## config.mk

```make
export PLATFORM = sky130hd
export DESIGN_NAME = midpoint_ellipse_rasterizer_unit
export DESIGN_NICKNAME = d
export VERILOG_FILES = /design/src/rtl/core/mer_pkg.sv /design/src/rtl/core/mer_regs.sv /design/src/rtl/core/mer_dpath.sv /design/src/rtl/core/mer_ctrl.sv /design/src/rtl/core/midpoint_ellipse_rasterizer_unit.sv
export SDC_FILE = /design/constraint.sdc
export NUM_CORES = 2
export LEC_CHECK = 0
export BUFFER_PORTS_ARGS = -buffer_cell sky130_fd_sc_hd__buf_2
export CAP_MARGIN = 30
export CELL_PAD_IN_SITES_DETAIL_PLACEMENT = 1
export CELL_PAD_IN_SITES_GLOBAL_PLACEMENT = 2
export CORE_MARGIN = 3
export CORE_UTILIZATION = 43
export CTS_CLUSTER_DIAMETER = 150
export CTS_CLUSTER_SIZE = 40
export DETAILED_ROUTE_END_ITERATION = 16
export GPL_ROUTABILITY_DRIVEN = 0
export PLACE_DENSITY_LB_ADDON = 0.1
export RECOVER_POWER = 50
export SETUP_SLACK_MARGIN = 0.4
export SLEW_MARGIN = 20
export SYNTH_ARGS = -nofsm -noshare
export SYNTH_HDL_FRONTEND = slang
export SYNTH_SLANG_ARGS = --single-unit
```

## constraint.sdc

```tcl
create_clock -name clk -period 25.5 [get_ports clk]
set_clock_uncertainty 0.1 [all_clocks]
set_input_delay 6.375 -clock clk [delete_from_list [all_inputs] [get_ports clk]]
set_output_delay 6.375 -clock clk [all_outputs]
set_load 0.01 [all_outputs]
```

## src/rtl/core/mer_pkg.sv

```systemverilog
package mer_pkg;

  localparam int CENTER_W  = 10;
  localparam int COLOR_W   = 4;
  localparam int ADDR_W    = 5;
  localparam int DATA_W    = 32;
  localparam int REG_IDX_W = 3;

  // Register map, one word per register at byte address 4*index.
  localparam logic [REG_IDX_W-1:0] REG_CENTER_X    = 3'd0;
  localparam logic [REG_IDX_W-1:0] REG_CENTER_Y    = 3'd1;
  localparam logic [REG_IDX_W-1:0] REG_RADIUS_X    = 3'd2;
  localparam logic [REG_IDX_W-1:0] REG_RADIUS_Y    = 3'd3;
  localparam logic [REG_IDX_W-1:0] REG_PIXEL_COLOR = 3'd4;

  localparam logic [CENTER_W-1:0] CENTER_X_RST = 10'd200;
  localparam logic [CENTER_W-1:0] CENTER_Y_RST = 10'd200;
  localparam int                  RADIUS_X_RST = 150;
  localparam int                  RADIUS_Y_RST = 100;
  localparam logic [COLOR_W-1:0]  COLOR_RST    = 4'd7;

  // Quadrant of the pixel being emitted; the last one closes the group.
  localparam logic [1:0] QUAD_LAST = 2'd3;

  typedef enum logic [4:0] {
    S_IDLE,
    S_R0, S_R1, S_R2, S_R3,
    S_A0, S_A1, S_A2, S_A3, S_A4, S_A5,
    S_S0, S_S1, S_S2,
    S_T0, S_T1, S_T2, S_T3, S_T4, S_T5, S_T6,
    S_CHK,
    S_EMIT
  } state_t;

  typedef enum logic [2:0] {
    MUL_RX2,
    MUL_RY2,
    MUL_RX2_Y,
    MUL_RY2_X,
    MUL_RY_2X1,
    MUL_RX_YM1,
    MUL_RX_RY,
    MUL_PSQ
  } mul_sel_t;

  typedef enum logic [2:0] {
    DEC_HOLD,
    DEC_LOAD_P,
    DEC_ADD_P4,
    DEC_SUB_P4,
    DEC_ADD_P8,
    DEC_SUB_P8,
    DEC_ADD_K
  } dec_op_t;

  typedef struct packed {
    mul_sel_t   mul_sel;
    dec_op_t    dec_op;
    logic       start;
    logic       step;
    logic       ld_rx2;
    logic       ld_ry2;
    logic       ld_hold;
    logic       set_reg2;
    logic       set_fin;
    logic       emit;
    logic [1:0] quad;
  } dp_cmd_t;

  typedef struct packed {
    logic fin;
    logic reg2;
    logic lt;
    logic done_chk;
    logic term_ry;
    logic term_rx;
    logic out_free;
  } dp_sts_t;

endpackage

```

## src/rtl/core/mer_regs.sv

```systemverilog
module mer_regs #(
  parameter int RADIUS_BITS = 9
) (
  input  logic                         clk,
  input  logic                         rst_n,
  input  logic                         psel,
  input  logic                         penable,
  input  logic                         pwrite,
  input  logic [mer_pkg::ADDR_W-1:0]   paddr,
  input  logic [mer_pkg::DATA_W-1:0]   pwdata,
  output logic [mer_pkg::DATA_W-1:0]   prdata,
  output logic                         pready,
  output logic [mer_pkg::CENTER_W-1:0] center_x,
  output logic [mer_pkg::CENTER_W-1:0] center_y,
  output logic [RADIUS_BITS-1:0]       radius_x,
  output logic [RADIUS_BITS-1:0]       radius_y,
  output logic [mer_pkg::COLOR_W-1:0]  pixel_color
);
  import mer_pkg::*;

  logic [CENTER_W-1:0]    center_x_r;
  logic [CENTER_W-1:0]    center_y_r;
  logic [RADIUS_BITS-1:0] radius_x_r;
  logic [RADIUS_BITS-1:0] radius_y_r;
  logic [COLOR_W-1:0]     color_r;
  logic [REG_IDX_W-1:0]   idx;
  logic                   wr_en;

  assign idx    = paddr[ADDR_W-1:2];
  assign wr_en  = psel & penable & pwrite;
  assign pready = 1'b1;

  always_ff @(posedge clk) begin
    if (!rst_n) begin
      center_x_r <= CENTER_X_RST;
      center_y_r <= CENTER_Y_RST;
      radius_x_r <= RADIUS_BITS'(RADIUS_X_RST);
      radius_y_r <= RADIUS_BITS'(RADIUS_Y_RST);
      color_r    <= COLOR_RST;
    end else if (wr_en) begin
      unique case (idx)
        REG_CENTER_X:    center_x_r <= pwdata[CENTER_W-1:0];
        REG_CENTER_Y:    center_y_r <= pwdata[CENTER_W-1:0];
        REG_RADIUS_X:    radius_x_r <= pwdata[RADIUS_BITS-1:0];
        REG_RADIUS_Y:    radius_y_r <= pwdata[RADIUS_BITS-1:0];
        REG_PIXEL_COLOR: color_r    <= pwdata[COLOR_W-1:0];
        default: ;
      endcase
    end
  end

  always_comb begin
    unique case (idx)
      REG_CENTER_X:    prdata = DATA_W'(center_x_r);
      REG_CENTER_Y:    prdata = DATA_W'(center_y_r);
      REG_RADIUS_X:    prdata = DATA_W'(radius_x_r);
      REG_RADIUS_Y:    prdata = DATA_W'(radius_y_r);
      REG_PIXEL_COLOR: prdata = DATA_W'(color_r);
      default:         prdata = '0;
    endcase
  end

  assign center_x    = center_x_r;
  assign center_y    = center_y_r;
  assign radius_x    = radius_x_r;
  assign radius_y    = radius_y_r;
  assign pixel_color = color_r;

endmodule

```

## src/rtl/core/mer_dpath.sv

```systemverilog
module mer_dpath #(
  parameter int RADIUS_BITS = 9,
  parameter int COORD_BITS  = 12
) (
  input  logic                          clk,
  input  logic                          rst_n,
  input  logic [mer_pkg::CENTER_W-1:0]  center_x,
  input  logic [mer_pkg::CENTER_W-1:0]  center_y,
  input  logic [RADIUS_BITS-1:0]        radius_x,
  input  logic [RADIUS_BITS-1:0]        radius_y,
  input  logic [mer_pkg::COLOR_W-1:0]   pixel_color,
  input  mer_pkg::dp_cmd_t              cmd,
  output mer_pkg::dp_sts_t              sts,
  output logic                          out_valid,
  input  logic                          out_stall,
  output logic signed [COORD_BITS-1:0]  out_pixel_x,
  output logic signed [COORD_BITS-1:0]  out_pixel_y,
  output logic [mer_pkg::COLOR_W-1:0]   out_color,
  output logic                          out_last,
  output logic                          out_done_res
);
  import mer_pkg::*;

  localparam int XW    = RADIUS_BITS + 1;
  localparam int SQW   = 2 * RADIUS_BITS;
  localparam int MW    = 2 * RADIUS_BITS + 2;
  localparam int PW    = 2 * MW;
  localparam int DEC_W = 4 * RADIUS_BITS + 12;

  logic [XW-1:0]             x_r, x_nxt;
  logic [XW-1:0]             y_r, y_nxt;
  logic [XW-1:0]             y_m1;
  logic [SQW-1:0]            rx2_r, ry2_r;
  logic [PW-1:0]             prod_r, hold_r;
  logic [PW-1:0]             mul_p;
  logic [MW-1:0]             mul_a, mul_b;
  logic signed [DEC_W-1:0]   dec_r, dec_nxt;
  logic signed [DEC_W-1:0]   p_ext, k_ext;
  logic                      reg2_r, reg2_nxt;
  logic                      fin_r, fin_nxt;
  logic                      term_ry_r, term_ry_nxt;
  logic                      term_rx_r, term_rx_nxt;
  logic                      dec_neg, dec_pos;

  logic                      out_valid_r;
  logic [COORD_BITS-1:0]     out_px_r, out_py_r;
  logic [COORD_BITS-1:0]     px, py, cx_c, cy_c, x_c, y_c;
  logic [COLOR_W-1:0]        out_color_r;
  logic                      out_last_r, out_done_r;
  logic                      out_free;

  assign y_m1 = (y_r == '0) ? XW'(1) : y_r - XW'(1);

  // Shared multiplier operand select
  always_comb begin
    unique case (cmd.mul_sel)
      MUL_RX2:    begin mul_a = MW'(radius_x); mul_b = MW'(radius_x); end
      MUL_RY2:    begin mul_a = MW'(radius_y); mul_b = MW'(radius_y); end
      MUL_RX2_Y:  begin mul_a = MW'(rx2_r);    mul_b = MW'(y_r);      end
      MUL_RY2_X:  begin mul_a = MW'(ry2_r);    mul_b = MW'(x_r);      end
      MUL_RY_2X1: begin mul_a = MW'(radius_y); mul_b = MW'({x_r, 1'b1}); end
      MUL_RX_YM1: begin mul_a = MW'(radius_x); mul_b = MW'(y_m1);     end
      MUL_RX_RY:  begin mul_a = MW'(radius_x); mul_b = MW'(radius_y); end
      MUL_PSQ:    begin mul_a = prod_r[MW-1:0]; mul_b = prod_r[MW-1:0]; end
    endcase
  end

  // Full-width product
  assign mul_p = mul_a * mul_b;

  assign p_ext = {{(DEC_W-PW){1'b0}}, prod_r};
  assign k_ext = {{(DEC_W-SQW){1'b0}}, (reg2_r ? rx2_r : ry2_r)};

  always_comb begin
    unique case (cmd.dec_op)
      DEC_HOLD:   dec_nxt = dec_r;
      DEC_LOAD_P: dec_nxt = p_ext;
      DEC_ADD_P4: dec_nxt = dec_r + (p_ext <<< 2);
      DEC_SUB_P4: dec_nxt = dec_r - (p_ext <<< 2);
      DEC_ADD_P8: dec_nxt = dec_r + (p_ext <<< 3);
      DEC_SUB_P8: dec_nxt = dec_r - (p_ext <<< 3);
      DEC_ADD_K:  dec_nxt = dec_r + (k_ext <<< 2);
      default:    dec_nxt = dec_r;
    endcase
  end

  assign dec_neg = dec_r[DEC_W-1];
  assign dec_pos = !dec_neg && (dec_r != '0);

  // Point update and region bookkeeping
  always_comb begin
    x_nxt       = x_r;
    y_nxt       = y_r;
    reg2_nxt    = reg2_r;
    fin_nxt     = fin_r;
    term_ry_nxt = term_ry_r;
    term_rx_nxt = term_rx_r;
    if (cmd.start) begin
      x_nxt    = '0;
      y_nxt    = XW'(radius_y);
      reg2_nxt = 1'b0;
      fin_nxt  = 1'b0;
    end
    if (cmd.step) begin
      if (!reg2_r) begin
        x_nxt = x_r + XW'(1);
        if (dec_neg) begin
          term_ry_nxt = 1'b1;
          term_rx_nxt = 1'b0;
        end else begin
          if (y_r != '0) y_nxt = y_r - XW'(1);
          term_ry_nxt = 1'b1;
          term_rx_nxt = 1'b1;
        end
      end else begin
        if (y_r != '0) y_nxt = y_r - XW'(1);
        if (dec_pos) begin
          term_ry_nxt = 1'b0;
          term_rx_nxt = 1'b1;
        end else begin
          x_nxt       = x_r + XW'(1);
          term_ry_nxt = 1'b1;
          term_rx_nxt = 1'b1;
        end
      end
    end
    if (cmd.set_reg2) reg2_nxt = 1'b1;
    if (cmd.set_fin)  fin_nxt  = 1'b1;
  end

  always_ff @(posedge clk) begin
    if (!rst_n) begin
      x_r       <= '0;
      y_r       <= '0;
      dec_r     <= '0;
      reg2_r    <= 1'b0;
      fin_r     <= 1'b1;
      term_ry_r <= 1'b0;
      term_rx_r <= 1'b0;
    end else begin
      x_r       <= x_nxt;
      y_r       <= y_nxt;
      dec_r     <= dec_nxt;
      reg2_r    <= reg2_nxt;
      fin_r     <= fin_nxt;
      term_ry_r <= term_ry_nxt;
      term_rx_r <= term_rx_nxt;
    end
  end

  always_ff @(posedge clk) begin
    prod_r <= mul_p;
    if (cmd.ld_rx2)  rx2_r  <= prod_r[SQW-1:0];
    if (cmd.ld_ry2)  ry2_r  <= prod_r[SQW-1:0];
    if (cmd.ld_hold) hold_r <= prod_r;
  end

  // Pixel coordinates wrap to the output width
  assign cx_c = COORD_BITS'(center_x);
  assign cy_c = COORD_BITS'(center_y);
  assign x_c  = COORD_BITS'(x_r);
  assign y_c  = COORD_BITS'(y_r);
  assign px   = cmd.quad[1] ? cx_c - x_c : cx_c + x_c;
  assign py   = cmd.quad[0] ? cy_c - y_c : cy_c + y_c;

  assign out_free = !out_valid_r || !out_stall;

  always_ff @(posedge clk) begin
    if (!rst_n) begin
      out_valid_r <= 1'b0;
    end else if (cmd.emit) begin
      out_valid_r <= 1'b1;
    end else if (!out_stall) begin
      out_valid_r <= 1'b0;
    end
  end

  always_ff @(posedge clk) begin
    if (cmd.emit) begin
      out_px_r    <= px;
      out_py_r    <= py;
      out_color_r <= pixel_color;
      out_last_r  <= (cmd.quad == QUAD_LAST);
      out_done_r  <= fin_r;
    end
  end

  assign out_valid    = out_valid_r;
  assign out_pixel_x  = out_px_r;
  assign out_pixel_y  = out_py_r;
  assign out_color    = out_color_r;
  assign out_last     = out_last_r;
  assign out_done_res = out_done_r;

  assign sts.fin      = fin_r;
  assign sts.reg2     = reg2_r;
  assign sts.lt       = hold_r < prod_r;
  assign sts.done_chk = !((x_r <= XW'(radius_x)) && (y_r != '0));
  assign sts.term_ry  = term_ry_r;
  assign sts.term_rx  = term_rx_r;
  assign sts.out_free = out_free;

endmodule

```

## src/rtl/core/mer_ctrl.sv

```systemverilog
module mer_ctrl (
  input  logic              clk,
  input  logic              rst_n,
  input  logic              in_valid,
  input  logic              in_restart,
  output logic              in_stall,
  output mer_pkg::dp_cmd_t  cmd,
  input  mer_pkg::dp_sts_t  sts
);
  import mer_pkg::*;

  state_t     state_r, state_nxt;
  logic [1:0] k_r, k_nxt;

  always_ff @(posedge clk) begin
    if (!rst_n) begin
      state_r <= S_IDLE;
      k_r     <= '0;
    end else begin
      state_r <= state_nxt;
      k_r     <= k_nxt;
    end
  end

  always_comb begin
    state_nxt   = state_r;
    k_nxt       = k_r;
    in_stall    = 1'b1;
    cmd         = '0;
    cmd.mul_sel = MUL_RX2;
    cmd.dec_op  = DEC_HOLD;
    cmd.quad    = k_r;
    unique case (state_r)
      S_IDLE: begin
        in_stall = 1'b0;
        if (in_valid) begin
          if (in_restart) begin
            cmd.start = 1'b1;
            state_nxt = S_R0;
          end else if (!sts.fin) begin
            state_nxt = S_A0;
          end
        end
      end
      // restart: decision = 4*ry^2 - 4*rx^2*ry + rx^2
      S_R0: begin
        cmd.mul_sel = MUL_RX2;
        state_nxt   = S_R1;
      end
      S_R1: begin
        cmd.mul_sel = MUL_RY2;
        cmd.ld_rx2  = 1'b1;
        cmd.dec_op  = DEC_LOAD_P;
        state_nxt   = S_R2;
      end
      S_R2: begin
        cmd.mul_sel = MUL_RX2_Y;
        cmd.ld_ry2  = 1'b1;
        cmd.dec_op  = DEC_ADD_P4;
        state_nxt   = S_R3;
      end
      S_R3: begin
        cmd.dec_op = DEC_SUB_P4;
        state_nxt  = S_S0;
      end
      // advance one step
      S_A0: begin
        cmd.mul_sel = MUL_RX2;
        state_nxt   = S_A1;
      end
      S_A1: begin
        cmd.mul_sel = MUL_RY2;
        cmd.ld_rx2  = 1'b1;
        state_nxt   = S_A2;
      end
      S_A2: begin
        cmd.ld_ry2 = 1'b1;
        cmd.step   = 1'b1;
        state_nxt  = S_A3;
      end
      S_A3: begin
        cmd.mul_sel = MUL_RY2_X;
        cmd.dec_op  = DEC_ADD_K;
        state_nxt   = S_A4;
      end
      S_A4: begin
        cmd.mul_sel = MUL_RX2_Y;
        cmd.dec_op  = sts.term_ry ? DEC_ADD_P8 : DEC_HOLD;
        state_nxt   = S_A5;
      end
      S_A5: begin
        cmd.dec_op = sts.term_rx ? DEC_SUB_P8 : DEC_HOLD;
        state_nxt  = sts.reg2 ? S_CHK : S_S0;
      end
      // region one exit test: ry^2*x < rx^2*y
      S_S0: begin
        cmd.mul_sel = MUL_RY2_X;
        state_nxt   = S_S1;
      end
      S_S1: begin
        cmd.mul_sel = MUL_RX2_Y;
        cmd.ld_hold = 1'b1;
        state_nxt   = S_S2;
      end
      S_S2: begin
        if (sts.lt) begin
          state_nxt = S_EMIT;
        end else begin
          cmd.set_reg2 = 1'b1;
          state_nxt    = S_T0;
        end
      end
      // region two seed: (ry(2x+1))^2 + 4(rx(y-1))^2 - 4(rx*ry)^2
      S_T0: begin
        cmd.mul_sel = MUL_RY_2X1;
        state_nxt   = S_T1;
      end
      S_T1: begin
        cmd.mul_sel = MUL_PSQ;
        state_nxt   = S_T2;
      end
      S_T2: begin
        cmd.mul_sel = MUL_RX_YM1;
        cmd.dec_op  = DEC_LOAD_P;
        state_nxt   = S_T3;
      end
      S_T3: begin
        cmd.mul_sel = MUL_PSQ;
        state_nxt   = S_T4;
      end
      S_T4: begin
        cmd.mul_sel = MUL_RX_RY;
        cmd.dec_op  = DEC_ADD_P4;
        state_nxt   = S_T5;
      end
      S_T5: begin
        cmd.mul_sel = MUL_PSQ;
        state_nxt   = S_T6;
      end
      S_T6: begin
        cmd.dec_op = DEC_SUB_P4;
        state_nxt  = S_CHK;
      end
      S_CHK: begin
        cmd.set_fin = sts.done_chk;
        state_nxt   = S_EMIT;
      end
      S_EMIT: begin
        if (sts.out_free) begin
          cmd.emit = 1'b1;
          k_nxt    = k_r + 2'd1;
          if (k_r == QUAD_LAST) state_nxt = S_IDLE;
        end
      end
      default: state_nxt = S_IDLE;
    endcase
  end

  a_emit_needs_slot: assert property (@(posedge clk) disable iff (!rst_n)
    cmd.emit |-> sts.out_free)
    else $error("pixel loaded while output register still occupied");

  a_group_closes: assert property (@(posedge clk) disable iff (!rst_n)
    (state_r == S_EMIT && cmd.emit && k_r == QUAD_LAST) |=> (state_r == S_IDLE && k_r == 2'd0))
    else $error("pixel group did not close after fourth pixel");

  a_finished_drop: assert property (@(posedge clk) disable iff (!rst_n)
    (state_r == S_IDLE && in_valid && !in_restart && sts.fin) |=> state_r == S_IDLE)
    else $error("advance word on a finished ellipse started work");

endmodule

```

## src/rtl/core/midpoint_ellipse_rasterizer_unit.sv

```systemverilog
// Midpoint ellipse rasterizer.
// Program center, radii and color through the APB port while the unit is
// idle. Each input word carries one restart bit: 1 places the current point
// at (0, ry), 0 advances one step along the first-quadrant arc. A word that
// produces a point emits four pixel words on the output channel, in order
// (+x,+y), (+x,-y), (-x,+y), (-x,-y); last marks the fourth, done_res marks
// every pixel of the final point. An advance word after the final point is
// dropped and produces nothing.
// The decision terms are built one product at a time on a single shared
// multiplier, and the four pixels then leave one per cycle while the output
// does not stall. The next input word is taken while the fourth pixel still
// waits in the output register. A stall on the output holds that register
// and stops the sequencer only when it has a pixel to load.
// Reset leaves the register file at its default values and the unit in the
// finished state, so only a restart word draws anything.
module midpoint_ellipse_rasterizer_unit #(
  parameter int RADIUS_BITS = 9,
  parameter int COORD_BITS  = 12
) (
  input  logic                          clk,
  input  logic                          rst_n,
  // input channel
  input  logic                          in_valid,
  output logic                          in_stall,
  input  logic                          in_restart,
  // pixel channel
  output logic                          out_valid,
  input  logic                          out_stall,
  output logic signed [COORD_BITS-1:0]  out_pixel_x,
  output logic signed [COORD_BITS-1:0]  out_pixel_y,
  output logic [mer_pkg::COLOR_W-1:0]   out_color,
  output logic                          out_last,
  output logic                          out_done_res,
  // configuration
  input  logic                          psel,
  input  logic                          penable,
  input  logic                          pwrite,
  input  logic [mer_pkg::ADDR_W-1:0]    paddr,
  input  logic [mer_pkg::DATA_W-1:0]    pwdata,
  output logic [mer_pkg::DATA_W-1:0]    prdata,
  output logic                          pready
);
  import mer_pkg::*;

  logic [CENTER_W-1:0]    center_x;
  logic [CENTER_W-1:0]    center_y;
  logic [RADIUS_BITS-1:0] radius_x;
  logic [RADIUS_BITS-1:0] radius_y;
  logic [COLOR_W-1:0]     pixel_color;
  dp_cmd_t                cmd;
  dp_sts_t                sts;

  // Register file
  mer_regs #(
    .RADIUS_BITS (RADIUS_BITS)
  ) u_regs (
    .clk         (clk),
    .rst_n       (rst_n),
    .psel        (psel),
    .penable     (penable),
    .pwrite      (pwrite),
    .paddr       (paddr),
    .pwdata      (pwdata),
    .prdata      (prdata),
    .pready      (pready),
    .center_x    (center_x),
    .center_y    (center_y),
    .radius_x    (radius_x),
    .radius_y    (radius_y),
    .pixel_color (pixel_color)
  );

  // Sequencer: walks the multiplier schedule and the four-pixel emit
  mer_ctrl u_ctrl (
    .clk        (clk),
    .rst_n      (rst_n),
    .in_valid   (in_valid),
    .in_restart (in_restart),
    .in_stall   (in_stall),
    .cmd        (cmd),
    .sts        (sts)
  );

  // Datapath: point state, decision accumulator, multiplier, output register
  mer_dpath #(
    .RADIUS_BITS (RADIUS_BITS),
    .COORD_BITS  (COORD_BITS)
  ) u_dpath (
    .clk          (clk),
    .rst_n        (rst_n),
    .center_x     (center_x),
    .center_y     (center_y),
    .radius_x     (radius_x),
    .radius_y     (radius_y),
    .pixel_color  (pixel_color),
    .cmd          (cmd),
    .sts          (sts),
    .out_valid    (out_valid),
    .out_stall    (out_stall),
    .out_pixel_x  (out_pixel_x),
    .out_pixel_y  (out_pixel_y),
    .out_color    (out_color),
    .out_last     (out_last),
    .out_done_res (out_done_res)
  );

endmodule

```

Yosys cells after proc, flatten, opt, wreduce, memory -nomap -nowiden
Index checks and enable logic that the tools add are counted.

$add $sub $neg: 12. Multipliers: 1. $lt $le $gt $ge: 2. Equal/unequal tests: 45. Muxes and demuxes: 50. Bitwise logic cells: 3. Reduce and logical (&&, ||, !) cells: 34.

Operator list (number): $pmux W48 S6 (1); $pmux W20 S7 (1); $pmux W5 S23 (1); $mux W10 (10); $pmux W20 S5 (1); $pmux W10 S5 (1); $add A48 B21 Y48 (1); $add A48 B43 Y48 (1); $add A48 B44 Y48 (1); $reduce_bool A48 Y1 (1); $sub A48 B43 Y48 (1); $sub A48 B44 Y48 (1); $eq A5 B4 Y1 const B (8); $lt A40 B40 Y1 (1); $mul A20 B20 Y40 (1); $eq A5 B5 Y1 const B (7); $mux W5 (7); $eq A3 B3 Y1 const B (8); $mux W12 (2); $add A10 B10 Y11 (2); $sub A10 B10 Y11 (2); $mux W1 (21); $pmux W3 S7 (1); $eq A5 B3 Y1 const B (4); 30 further kinds (62).

Register bits after elaboration: 268. Input port bits: 45. Output and inout port bits: 65. Logic and storage cells: 171.

Logic depth before layout (Yosys ltp)
Word-level depth: 8. Gate-level depth with buffers: 38. Gate-level depth less buffers: 36.

Modules after synthesis
Synthesis repeated with hierarchy kept, for this count alone.

Cell total of the unflattened synthesis: 4097. Area, all modules: 34320.4 µm².

By module, submodules not included: mer_dpath (instances 1, cells each 3762, area an instance 31366.3 µm², seq. area each 5445.2 µm²); mer_regs (instances 1, cells each 227, area an instance 2208.4 µm², seq. area each 840.8 µm²); mer_ctrl (instances 1, cells each 108, area an instance 745.7 µm², seq. area each 140.1 µm²).

Worst setup path before layout
No wires, ideal clock.

Path kind: in2out. From: in paddr[2] (netlist name). To: out prdata[0] (netlist name). Arrival: 7.665 ns. Required time: 19.025 ns. Setup slack: 11.360 ns. Cell stages on the path: 5. Path buffers: 2. Cells stage by stage: clkbuf_1 -> clkbuf_1 -> nor2b_1 -> a22oi_1 -> o22ai_1.

Word-level cells in the longest chain between the ends: 2. Elaborated cells between the ends (all ways): 6. Classes of those cells: eq/ne (4); mux (1); reduce/logical (1).

Ends and longest elaborated chain: start, declared (RTL line midpoint_ellipse_rasterizer_unit.sv:38) `input logic [mer_pkg::ADDR_W-1:0] paddr,`; $eq A3 B3 Y1, or another cell as far along (RTL line mer_regs.sv:53) `unique case (idx)`; $pmux W10 S5 * (RTL line mer_regs.sv:53); end, declared (RTL line midpoint_ellipse_rasterizer_unit.sv:40) `output logic [mer_pkg::DATA_W-1:0] prdata,`.

Mark *: on every way between the ends. The rest lies on a longest branch, timed or not.

Worst setup path in the final report
From: in paddr[2] (netlist name). To: out prdata[7] (netlist name).

Same word-level chain as after synthesis.

==> impl_metrics.xml <==
<?xml version="1.0" encoding="UTF-8"?>
<metrics>
  <group name="outcome">
    <metric name="status" unit="">complete, but fails checks</metric>
    <metric name="violations" unit="">max-capacitance violations, max-slew violations</metric>
  </group>
  <group name="floorplanning">
    <metric name="die_area" unit="µm²">82000</metric>
    <metric name="core_area" unit="µm²">77700</metric>
    <metric name="rows" unit="">102</metric>
    <metric name="io_count" unit="">110</metric>
    <metric name="die_height" unit="µm">286</metric>
    <metric name="initial_core_utilization" unit="">0.435</metric>
    <metric name="die_w" unit="µm">286</metric>
  </group>
  <group name="routing">
    <metric name="wirelength_per_cell" unit="µm">23.5</metric>
    <metric name="via_count" unit="">29300</metric>
    <metric name="drtAntennaViolNets" unit="">0</metric>
    <metric name="drtIter0Drc" unit="">2123</metric>
    <metric name="avgViaCountPerCell" unit="">5.78</metric>
    <metric name="drt_first_pass_iters" unit="">7</metric>
    <metric name="remaining_drc_errors" unit="">0</metric>
    <metric name="drt_wl_total" unit="mm">119</metric>
  </group>
  <group name="global_route">
    <metric name="grt_first_pass_wirelength" unit="mm">184</metric>
    <metric name="total_gr_overflow" unit="">0</metric>
    <metric name="globalRouteTotalUtil" unit="">0.290</metric>
    <metric name="first_global_vias" unit="">30500</metric>
    <metric name="grt_max_degree" unit="">65</metric>
    <metric name="number_of_antenna_violations_at_the_first_check_in_global_routing" unit="">2</metric>
  </group>
  <group name="setup_path">
    <metric name="crit_arrival" unit="ns">7.62</metric>
    <metric name="crit_path_end_kind" unit="">primary output</metric>
    <metric name="worstSetupPathType" unit="">primary input to primary output</metric>
    <metric name="largest_fanout_on_the_critical_path" unit="">21</metric>
    <metric name="required" unit="ns">19.02</metric>
    <metric name="setup.worst_path.start_class" unit="">primary input</metric>
  </group>
  <group name="cts">
    <metric name="cts_setup_buffers" unit="">0</metric>
    <metric name="cts.path.max_buffers" unit="">3</metric>
    <metric name="cts_hold_repair.buffers" unit="">0</metric>
    <metric name="htree_num_levels" unit="">1</metric>
    <metric name="clock_tree.root_cell" unit="">clkbuf_16</metric>
    <metric name="cts_resized" unit="">0</metric>
    <metric name="tritoncts_clock_tree" unit="">built</metric>
    <metric name="clk_pin_slew" unit="ns">0.17</metric>
    <metric name="clock_insertion_delay_worst_skew" unit="ns">0.55</metric>
    <metric name="cts_made_buffers" unit="">11</metric>
    <metric name="tritoncts_num_sinks" unit="">268</metric>
  </group>
  <group name="final_layout">
    <metric name="post-route-cell-area" unit="µm²">35500</metric>
    <metric name="synth_to_layout_area_growth" unit="%">5.11</metric>
    <metric name="stdcell_count" unit="">5072</metric>
    <metric name="antennaDiodeCount" unit="">0</metric>
    <metric name="nNetsFinal" unit="">4730</metric>
    <metric name="final_layout_size_suffix_gt1_frac" unit="">0.0499</metric>
  </group>
  <group name="place">
    <metric name="dp_hpwl" unit="mm">93.8</metric>
    <metric name="place_inst" unit="">5051</metric>
    <metric name="port_buffers" unit="">62</metric>
    <metric name="placed_area" unit="µm²">35200</metric>
  </group>
  <group name="sta">
    <metric name="period_minus_slack" unit="ns">14.09</metric>
    <metric name="final-setup-viol-count" unit="">0</metric>
    <metric name="final-max-slew-violation-count" unit="">94</metric>
    <metric name="slew-limit-headroom" unit="">-1.18</metric>
    <metric name="setup-tns-final" unit="ns">0</metric>
    <metric name="max_slew.worst_pin.slew" unit="ns">3.27</metric>
    <metric name="final_min_period_over_clock_period" unit="">0.553</metric>
    <metric name="timing_hold_violations_final" unit="">0</metric>
    <metric name="grt_setup_unrepaired" unit="">no</metric>
    <metric name="max_clock_freq" unit="MHz">71.0</metric>
    <metric name="hold-worst-slack" unit="ns">0.359</metric>
  </group>
  <group name="synthesis">
    <metric name="synth_top_area_cell" unit="">fa_1</metric>
    <metric name="postSynth.asyncResetShare" unit="">0</metric>
    <metric name="postSynthAreaPerCell" unit="µm²">8.28</metric>
    <metric name="synth_enable_flop_cells" unit="">106</metric>
    <metric name="synth_flop_cell" unit="">dfxtp_1</metric>
    <metric name="yosysWarnings" unit="">0</metric>
    <metric name="synthMostInstantiatedCell" unit="">inv_1</metric>
    <metric name="flop_and_latch_count_out_of_synthesis" unit="">268</metric>
    <metric name="post_synth_num_cell_types" unit="">93</metric>
    <metric name="synthDominantCellAreaShare" unit="">0.193</metric>
    <metric name="ys_top_cells_by_area" unit="">fa_1 19%, ha_1 12%, dfxtp_1 9.6%</metric>
    <metric name="mapped_area" unit="µm²">33800</metric>
    <metric name="netlist_instances" unit="">4085</metric>
    <metric name="synthTopCellsByCount" unit="">552 x inv_1, 435 x nand2_1, 370 x nor2_1</metric>
    <metric name="register_area_share_after_synthesis" unit="">0.190</metric>
  </group>
  <group name="flow_run">
    <metric name="max_cap_violations" unit="">2</metric>
  </group>
  <group name="pwr">
    <metric name="power_density_of_the_placed_cells" unit="nW/µm²">111</metric>
    <metric name="worst_vdd_drop" unit="V">0.000141</metric>
    <metric name="power" unit="mW">3.94</metric>
    <metric name="static_leakage" unit="nW">16.2</metric>
  </group>
  <group name="min_path">
    <metric name="min_path_type" unit="">register to register</metric>
  </group>
</metrics>
[registers in the layout, summed over array words and instances (netlist names), 4 cells and up]
name                 count
u_dpath.dec_r           48
u_dpath.hold_r          40
u_dpath.prod_r          40
u_dpath.rx2_r           18
u_dpath.ry2_r           18
u_dpath.out_pixel_x     12
u_dpath.out_pixel_y     12
u_dpath.x_r             10
u_dpath.y_r             10
u_regs.center_x         10
u_regs.center_y         10
u_regs.radius_x          9
u_regs.radius_y          9
u_ctrl.state_r           5
u_dpath.out_color        4
u_regs.pixel_color       4
[cells in the final DEF (no fill, tap or decap), types with 19 or more instances in the layout]
| master | Yosys | layout |
|---|---|---|
| a211oi_1 | 19 | 19 |
| buf_4 | 23 | 61 |
| and2_1 | 37 | 37 |
| nand3_1 | 75 | 75 |
| and3_1 | 29 | 29 |
| dfxtp_1 | 162 | 162 |
| xor2_1 | 31 | 31 |
| edfxtp_1 | 106 | 106 |
| nand4_1 | 37 | 37 |
| ha_1 | 331 | 331 |
| fa_1 | 326 | 326 |
| or3_1 | 30 | 30 |
| nor4_1 | 26 | 25 |
| o21ai_0 | 213 | 212 |
| a221oi_1 | 28 | 26 |
| xnor2_1 | 138 | 138 |
| a21o_1 | 82 | 82 |
| inv_1 | 552 | 551 |
| nand2_1 | 435 | 435 |
| a31oi_1 | 22 | 22 |
| nor2_1 | 370 | 365 |
| conb_1 | 2 | 23 |
| o21a_1 | 40 | 40 |
| o21bai_1 | 33 | 33 |
| a22oi_1 | 26 | 26 |
| buf_2 | 6 | 61 |
| mux2i_1 | 57 | 57 |
| nor2b_1 | 37 | 37 |
| nand2b_1 | 27 | 27 |
| a21oi_1 | 256 | 256 |
| o22ai_1 | 24 | 24 |
| o211ai_1 | 20 | 20 |
| nor3_1 | 64 | 62 |
[through the flow]
stage | util | setup WS, ns
5_1_grt | 0.457 | 11.28
3_3_place_gp | 0.452 | 11.42
4_1_cts | 0.457 | 11.38
2_1_floorplan | - | 11.36
6_report | 0.457 | 11.41
3_5_place_dp | 0.453 | 11.39
[area by class of cell]
| type | instances | area [µm²] |
|---|---|---|
| Fill cell | 9431 | 42200 |
| Timing Repair Buffer | 137 | 865 |
| Clock inverter | 3 | 57.6 |
| Clock buffer | 14 | 287 |
| Inverter | 555 | 2080 |
| Multi-Input combinational cell | 3055 | 24500 |
| Tap cell | 1040 | 1300 |
| Sequential cell | 268 | 6430 |
[power by group]
part           internal, mW  switching, mW
Combinational          1.13           1.90
Sequential            0.546          0.117
Clock                0.0863          0.161
[path summary, 6_finish.rpt]
path                                                startpoint                        endpoint  slack (ns)  cells past startpoint
worst max-delay path                                  paddr[2]                       prdata[7]       11.41                      4
worst min-delay path                u_dpath.fin_r$_SDFFE_PP1P_  u_dpath.out_done_res$_DFFE_PP_        0.36                      0
worst max register to register  u_ctrl.state_r[4]$_SDFFE_PN0P_      u_dpath.prod_r[38]$_DFF_P_       14.40                     30
worst min register to register      u_dpath.fin_r$_SDFFE_PP1P_  u_dpath.out_done_res$_DFFE_PP_        0.36                      0
[kinds of logic (layout without fill, tap and decap cells)]
family | after synthesis | count (layout) | synth area share
AO/OA/AOI/OAI | 905 | 905 | 0.172
buffers and inverters | 783 | 709 | 0.0899
flip-flops | 268 | 268 | 0.190
multiplexers | 65 | 65 | 0.0212
other | 2 | 23 | 0.000222
adder cells (fa/ha/maj) | 657 | 657 | 0.316
XOR/XNOR | 169 | 169 | 0.0438
AND/OR/NAND/NOR | 1236 | 1236 | 0.168
[metal layers]
layer	part of all wire	GRT usage
met5	0	0
met4	0.023	0.0591
met3	0.052	0.0326
met2	0.47	0.490
met1	0.45	0.401
[worst max-delay path: stages]
cell	delay (ns)
buf_2	0.36
mux4_2	0.58
nor2b_1	0.15
buf_2	0.14
(Power assumes the default switching activity.)
